**src/sv/tepq_pkg.sv**
```systemverilog
// shared constants and types for the timed event priority queue
`timescale 1ns / 1ps
`default_nettype none

package tepq_pkg;

    localparam int DEPTH_DEF     = 16;
    localparam int ID_BITS_DEF   = 16;
    localparam int TIME_BITS_DEF = 64;
    localparam int CMD_BITS      = 2;

    typedef enum logic [CMD_BITS-1:0] {
        CMD_ADD    = 2'd0,
        CMD_REMOVE = 2'd1,
        CMD_PEEK   = 2'd2,
        CMD_NOP    = 2'd3
    } cmd_t;

    // per-cycle operation broadcast to every cell
    typedef struct packed {
        logic add_en;
        logic rem_en;
    } cell_ctl_t;

endpackage

`default_nettype wire

```
**src/sv/tepq_cell.sv**
```systemverilog
// one slot of the sorted queue, shifts toward the tail on insert and toward the head on delete
`timescale 1ns / 1ps
`default_nettype none

module tepq_cell #(
    parameter int ID_BITS   = 16,
    parameter int TIME_BITS = 64
) (
    input  wire logic                  clk,
    input  wire logic                  rst_n,
    input  wire tepq_pkg::cell_ctl_t   ctl,
    input  wire logic [ID_BITS-1:0]    key_id,
    input  wire logic [TIME_BITS-1:0]  key_time,
    input  wire logic                  prev_valid,
    input  wire logic [ID_BITS-1:0]    prev_id,
    input  wire logic [TIME_BITS-1:0]  prev_time,
    input  wire logic                  prev_shift,
    input  wire logic                  next_valid,
    input  wire logic [ID_BITS-1:0]    next_id,
    input  wire logic [TIME_BITS-1:0]  next_time,
    input  wire logic                  later_in,
    input  wire logic                  hit_in,
    output logic                       shift_out,
    output logic                       later_out,
    output logic                       hit_out,
    output logic                       slot_valid,
    output logic [ID_BITS-1:0]         slot_id,
    output logic [TIME_BITS-1:0]       slot_time
);
    import tepq_pkg::*;

    logic                 valid_reg, valid_next;
    logic [ID_BITS-1:0]   id_reg, id_next;
    logic [TIME_BITS-1:0] time_reg, time_next;
    logic                 match;
    logic                 target;

    // insert point: first empty slot or first slot due strictly later
    assign shift_out = !valid_reg || (time_reg > key_time);
    assign match     = valid_reg && (id_reg == key_id);
    // delete the match nearest the tail
    assign later_out = later_in | match;
    assign target    = match & !later_in;
    assign hit_out   = hit_in | target;

    always_comb
    begin
        valid_next = valid_reg;
        id_next    = id_reg;
        time_next  = time_reg;
        if (ctl.add_en)
        begin
            if (prev_shift)
            begin
                valid_next = prev_valid;
                id_next    = prev_id;
                time_next  = prev_time;
            end
            else if (shift_out)
            begin
                valid_next = 1'b1;
                id_next    = key_id;
                time_next  = key_time;
            end
        end
        else if (ctl.rem_en && hit_out)
        begin
            valid_next = next_valid;
            id_next    = next_id;
            time_next  = next_time;
        end
    end

    always_ff @(posedge clk or negedge rst_n)
    begin
        if (!rst_n)
        begin
            valid_reg <= 1'b0;
        end
        else
        begin
            valid_reg <= valid_next;
        end
    end

    always_ff @(posedge clk)
    begin
        id_reg   <= id_next;
        time_reg <= time_next;
    end

    assign slot_valid = valid_reg;
    assign slot_id    = id_reg;
    assign slot_time  = time_reg;

endmodule

`default_nettype wire

```
**src/sv/timed_event_priority_queue.sv**
```systemverilog
// timed event priority queue: a sorted chain of slot cells with a registered response
// order: the cells update on the command transfer, then the head is captured into the
// response register once that register is free
// throughput: one command per cycle while cmd_ready is high; the whole chain of cells updates together
// reset: all slots empty, count zero, no response pending; slot payload is not reset
// stalls: a held response stalls the command side only when a second result is also waiting
`timescale 1ns / 1ps
`default_nettype none

module timed_event_priority_queue #(
    parameter int DEPTH     = tepq_pkg::DEPTH_DEF,
    parameter int ID_BITS   = tepq_pkg::ID_BITS_DEF,
    parameter int TIME_BITS = tepq_pkg::TIME_BITS_DEF,
    parameter int CW        = $clog2(DEPTH + 1)
) (
    input  wire logic                          clk,
    input  wire logic                          rst_n,
    // command channel
    input  wire logic                          cmd_valid,
    output logic                               cmd_ready,
    input  wire logic [tepq_pkg::CMD_BITS-1:0] command,
    input  wire logic [ID_BITS-1:0]            event_id,
    input  wire logic [TIME_BITS-1:0]          event_time,
    // response channel
    output logic                               rsp_valid,
    input  wire logic                          rsp_ready,
    output logic                               success,
    output logic                               head_valid,
    output logic [ID_BITS-1:0]                 head_id,
    output logic [TIME_BITS-1:0]               head_time,
    output logic [CW-1:0]                      entry_count
);
    import tepq_pkg::*;

    // chain wiring; the later and hit chains carry one extra position for their boundary value
    logic [DEPTH-1:0]   slot_valid;
    logic [ID_BITS-1:0] slot_id   [DEPTH];
    logic [TIME_BITS-1:0] slot_time [DEPTH];
    logic [DEPTH-1:0]   shift_vec;
    logic [DEPTH:0]     later_vec;   // later_vec[i]: a match at index i or above
    logic [DEPTH:0]     hit_vec;     // hit_vec[i]: the delete target lies below index i

    cell_ctl_t          ctl;
    logic               cmd_xfer;
    logic               rsp_free;
    logic               queue_full;
    logic               add_ok;
    logic               rem_ok;
    logic               op_ok;

    // pending result: cells already updated, head captured once the response register is free
    logic               pend_reg, pend_next;
    logic               ok_reg, ok_next;
    logic [CW-1:0]      count_reg, count_next;

    // response register
    logic               rsp_valid_reg, rsp_valid_next;
    logic               success_reg, success_next;
    logic               head_valid_reg, head_valid_next;
    logic [ID_BITS-1:0] head_id_reg, head_id_next;
    logic [TIME_BITS-1:0] head_time_reg, head_time_next;
    logic [CW-1:0]      entry_count_reg, entry_count_next;

    assign rsp_free   = !rsp_valid_reg || rsp_ready;
    assign cmd_ready  = !pend_reg || rsp_free;
    assign cmd_xfer   = cmd_valid && cmd_ready;
    assign queue_full = slot_valid[DEPTH-1];

    // a remove with no match leaves every cell in place on its own
    assign add_ok     = cmd_xfer && (command == CMD_ADD) && !queue_full;
    assign rem_ok     = cmd_xfer && (command == CMD_REMOVE) && later_vec[0];

    assign ctl = '{add_en: add_ok, rem_en: cmd_xfer && (command == CMD_REMOVE)};

    always_comb
    begin
        case (cmd_t'(command))
            CMD_ADD:    op_ok = !queue_full;
            CMD_REMOVE: op_ok = later_vec[0];
            CMD_PEEK:   op_ok = (count_reg != '0);
            default:    op_ok = 1'b0;
        endcase
    end

    // boundary values of the neighbor chains
    assign later_vec[DEPTH] = 1'b0;
    assign hit_vec[0]       = 1'b0;

    genvar gi;
    generate
        for (gi = 0; gi < DEPTH; gi++)
        begin : g_cell
            logic                 p_valid;
            logic [ID_BITS-1:0]   p_id;
            logic [TIME_BITS-1:0] p_time;
            logic                 p_shift;
            logic                 n_valid;
            logic [ID_BITS-1:0]   n_id;
            logic [TIME_BITS-1:0] n_time;

            if (gi == 0)
            begin : g_head
                assign p_valid = 1'b0;
                assign p_id    = '0;
                assign p_time  = '0;
                assign p_shift = 1'b0;
            end
            else
            begin : g_body
                assign p_valid = slot_valid[gi-1];
                assign p_id    = slot_id[gi-1];
                assign p_time  = slot_time[gi-1];
                assign p_shift = shift_vec[gi-1];
            end

            if (gi == DEPTH - 1)
            begin : g_tail
                assign n_valid = 1'b0;
                assign n_id    = '0;
                assign n_time  = '0;
            end
            else
            begin : g_inner
                assign n_valid = slot_valid[gi+1];
                assign n_id    = slot_id[gi+1];
                assign n_time  = slot_time[gi+1];
            end

            tepq_cell #(
                .ID_BITS   (ID_BITS),
                .TIME_BITS (TIME_BITS)
            ) u_cell (
                .clk        (clk),
                .rst_n      (rst_n),
                .ctl        (ctl),
                .key_id     (event_id),
                .key_time   (event_time),
                .prev_valid (p_valid),
                .prev_id    (p_id),
                .prev_time  (p_time),
                .prev_shift (p_shift),
                .next_valid (n_valid),
                .next_id    (n_id),
                .next_time  (n_time),
                .later_in   (later_vec[gi+1]),
                .hit_in     (hit_vec[gi]),
                .shift_out  (shift_vec[gi]),
                .later_out  (later_vec[gi]),
                .hit_out    (hit_vec[gi+1]),
                .slot_valid (slot_valid[gi]),
                .slot_id    (slot_id[gi]),
                .slot_time  (slot_time[gi])
            );
        end
    endgenerate

    always_comb
    begin
        pend_next        = pend_reg;
        ok_next          = ok_reg;
        count_next       = count_reg;
        rsp_valid_next   = rsp_valid_reg;
        success_next     = success_reg;
        head_valid_next  = head_valid_reg;
        head_id_next     = head_id_reg;
        head_time_next   = head_time_reg;
        entry_count_next = entry_count_reg;

        if (rsp_valid_reg && rsp_ready)
        begin
            rsp_valid_next = 1'b0;
        end

        // move the finished result into the response register
        if (pend_reg && rsp_free)
        begin
            pend_next        = 1'b0;
            rsp_valid_next   = 1'b1;
            success_next     = ok_reg;
            head_valid_next  = slot_valid[0];
            head_id_next     = slot_valid[0] ? slot_id[0] : '0;
            head_time_next   = slot_valid[0] ? slot_time[0] : '0;
            entry_count_next = count_reg;
        end

        if (cmd_xfer)
        begin
            pend_next = 1'b1;
            ok_next   = op_ok;
            if (add_ok)
            begin
                count_next = count_reg + CW'(1);
            end
            else if (rem_ok)
            begin
                count_next = count_reg - CW'(1);
            end
        end
    end

    always_ff @(posedge clk or negedge rst_n)
    begin
        if (!rst_n)
        begin
            pend_reg      <= 1'b0;
            count_reg     <= '0;
            rsp_valid_reg <= 1'b0;
        end
        else
        begin
            pend_reg      <= pend_next;
            count_reg     <= count_next;
            rsp_valid_reg <= rsp_valid_next;
        end
    end

    always_ff @(posedge clk)
    begin
        ok_reg          <= ok_next;
        success_reg     <= success_next;
        head_valid_reg  <= head_valid_next;
        head_id_reg     <= head_id_next;
        head_time_reg   <= head_time_next;
        entry_count_reg <= entry_count_next;
    end

    assign rsp_valid   = rsp_valid_reg;
    assign success     = success_reg;
    assign head_valid  = head_valid_reg;
    assign head_id     = head_id_reg;
    assign head_time   = head_time_reg;
    assign entry_count = entry_count_reg;

    // occupied slots always form a run starting at the head
    a_contiguous: assert property (@(posedge clk) disable iff (!rst_n)
        ((slot_valid & (slot_valid + DEPTH'(1))) == '0))
        else $error("gap in occupied slots");

    // the count tracks the occupied cells
    a_count: assert property (@(posedge clk) disable iff (!rst_n)
        ($countones(slot_valid) == int'(count_reg)))
        else $error("entry count disagrees with occupied cells");

    // an add on a full queue leaves the count alone
    a_full_add: assert property (@(posedge clk) disable iff (!rst_n)
        (cmd_xfer && (command == CMD_ADD) && queue_full) |=> (count_reg == $past(count_reg)))
        else $error("add on full queue changed the count");

    // a remove that finds its id shrinks the queue by one
    a_remove: assert property (@(posedge clk) disable iff (!rst_n)
        rem_ok |=> (count_reg == $past(count_reg) - CW'(1)))
        else $error("successful remove did not shrink the queue");

endmodule

`default_nettype wire
```
**config.mk**
```make
export PLATFORM = sky130hd
export DESIGN_NAME = timed_event_priority_queue
export DESIGN_NICKNAME = d
export VERILOG_FILES = /design/src/sv/tepq_pkg.sv /design/src/sv/tepq_cell.sv /design/src/sv/timed_event_priority_queue.sv
export SDC_FILE = /design/constraint.sdc
export NUM_CORES = 2
export LEC_CHECK = 0
export BUFFER_PORTS_ARGS = -buffer_cell sky130_fd_sc_hd__buf_2
export CAP_MARGIN = 20
export CORE_AREA = 2 2 545 547
export DETAILED_ROUTE_END_ITERATION = 12
export DIE_AREA = 0 0 547 549
export PLACE_DENSITY = 0.5
export SYNTH_ARGS = -nofsm -noshare
export SYNTH_HDL_FRONTEND = slang
export SYNTH_HIERARCHICAL = 1
export SYNTH_SLANG_ARGS = --single-unit
```
**constraint.sdc**
```tcl
create_clock -name clk -period 26.5 [get_ports clk]
set_clock_uncertainty 0.1 [all_clocks]
set_input_delay 2.65 -clock clk [delete_from_list [all_inputs] [get_ports clk]]
set_output_delay 2.65 -clock clk [all_outputs]
set_load 0.02 [all_outputs]
```
==> impl_metrics.py <==
metrics = {
    "synth": {
        "syn_area_um2": 99870,
        "syn_inst": 10090,
        "syn_avg_cell_area_um2": 9.895,
        "yosys_warnings": 6,
    },
    "cts": {
        "root_buffer": "clkbuf_16",
        "ctsHoldBuffers": 0,
        "clkLatencyLatePin_ns": 0.86,
        "cts_made_buffers": 176,
        "numClockSinks": 1391,
        "ctsHtreeMaxLevel": 4,
        "ctsLongestPathBuffers": 4,
        "clkTransAtPathRegs_ns": 0.05,
        "cts_setup_buffers": 0,
        "cts-resized-gates": 0,
        "cts_tree": "built",
    },
    "sta": {
        "post-route-min-period_ns": 10.48,
        "rsz0062_at_grt": "no",
        "timing.hold.ws_ns": 0.3307,
        "finalCritPeriodShare": 0.3956,
        "fin_tns_setup_ns": 0,
        "hold_viol": 0,
        "worst_pin_slew_ns": 1.081,
        "fmax_mhz": 95.38,
        "slew_headroom": 0.2773,
        "slew_violations": 0,
        "setup_viol": 0,
    },
    "routing": {
        "routedWlPerCell_um": 20.21,
        "dr.pass1.iters": 6,
        "routed_wl_um": 291000,
        "vias": 74210,
        "drc_errors": 0,
        "ant_nets": 0,
        "drtIter0Drc": 5750,
        "via_per_inst": 5.155,
    },
    "layout": {
        "syn2layout_area_growth_pct": 11.11,
        "final_util": 0.3761,
        "drive_gt1_frac": 0.07335,
        "final_nets": 11450,
        "largest_reg_flops": 1024,
    },
    "floorplan": {
        "ios": 175,
        "die_h_um": 549,
        "rows": 200,
        "core_area_um2": 295000,
        "floorplan.initialDensity": 0.3385,
        "die_area_um2": 300300,
        "die_w_um": 547,
    },
    "setup_path": {
        "required_ns": 26.86,
        "cp_max_fo": 48,
        "cp_slowest_cell": "buf_4",
        "critPathMostFrequentCell": "o21bai_2",
        "start_kind": "input port",
        "cp.arrival_ns": 10.85,
        "slowest_delay_ns": 0.44,
        "endpoint_kind": "flop",
        "critPathKind": "input port to flop",
    },
    "placement": {
        "dp_hpwl_um": 220300,
        "place.gp.congestion": 0.8465,
        "portBuffers": 174,
    },
    "power_and_ir_drop": {
        "peakVddDrop_mv": 0.05159,
        "power.density_nw_per_um2": 63.16,
        "power.leakage_nw": 49.06,
    },
    "grt": {
        "grt_pass1_vias": 74600,
        "globalRouteOverflowTotal": 0,
        "grtUsageTotal": 0.1886,
        "antenna_found_initial": 2,
        "grt_max_degree": 237,
        "grt_first_pass_wirelength_um": 451400,
    },
    "min_path": {
        "hp-class": "flop to flop",
    },
    "flow_run": {
        "drv_cap": 0,
    },
    "outcome": {
        "run_status": "completed",
    },
}
[metal layers]
metal,track usage,part of all wire,up-vias
li1,-,-,36670
met1,0.2760,0.49,35600
met2,0.2938,0.44,1601
met3,0.01798,0.043,342
met4,0.05404,0.027,0
met5,0,0,-
[cell usage in the layout (no fill, tap or decap), types with 51 or more instances in the layout]
cell type / n
a21oi_1: 1730
and2_1: 81
buf_2: 174
buf_4: 160
clkbuf_16: 179
conb_1: 166
edfxtp_1: 1368
ha_1: 1027
inv_1: 1073
mux2i_1: 1296
nand2_1: 323
nand2b_1: 51
nand3_1: 161
nand4_1: 176
nor2_1: 1378
nor3_1: 82
o21ai_0: 99
xnor2_1: 195
xor2_1: 65
[power breakdown]
group	internal, mW	switching [mW]	leakage, nW
Clock	1.28	0.954	2.51
Combinational	0.774	1.19	33.8
Sequential	2.65	0.157	12.8
Total	4.71	2.30	49.1
[critical path, delay by kind of cell]
family / cells / cell delay (ns)
AO/OA/AOI/OAI: 18 / 3.72
buffers and inverters: 3 / 0.85
AND/OR/NAND/NOR: 18 / 3.24
XOR/XNOR: 1 / 0.20
[final timing paths]
kind	slack, ns	endpoint	depth (start not counted)	startpoint
worst min register to register	0.33	success	0	ok_reg
worst max register to register	18.00	g_cell[3].u_cell/slot_time[41]	11	g_cell[15].u_cell/slot_valid
worst max-delay path	16.02	g_cell[15].u_cell/slot_time[30]	40	event_id[15]
min in group asynchronous	1.81	rsp_valid	1	rst_n
max in group asynchronous	23.87	g_cell[0].u_cell/slot_valid	1	rst_n
worst min-delay path	0.33	success	0	ok_reg
[through the flow]
stage	area, um^2	instances	power [mW]	setup slack (ns)
after global placement	105700	14090	4.771	15.10
final	111000	14400	7.008	16.02
after global routing	111000	14400	7.369	15.64
after detailed placement	105700	14090	4.816	15.24
after CTS	110800	14390	7.086	16.09
after floorplan	100500	10260	4.285	14.99
[final cells by class]
class                           instances  area (um^2)
Clock inverter                         71        446.7
Clock buffer                          228         4693
Sequential cell                      1391        41660
Multi-Input combinational cell       7353        52980
Antenna cell                            1        2.502
Fill cell                           29220       184100
Timing Repair Buffer                  340         2217
Tap cell                             3939         4928
Inverter                             1074         4039
Power figures use the tool's default switching activity.
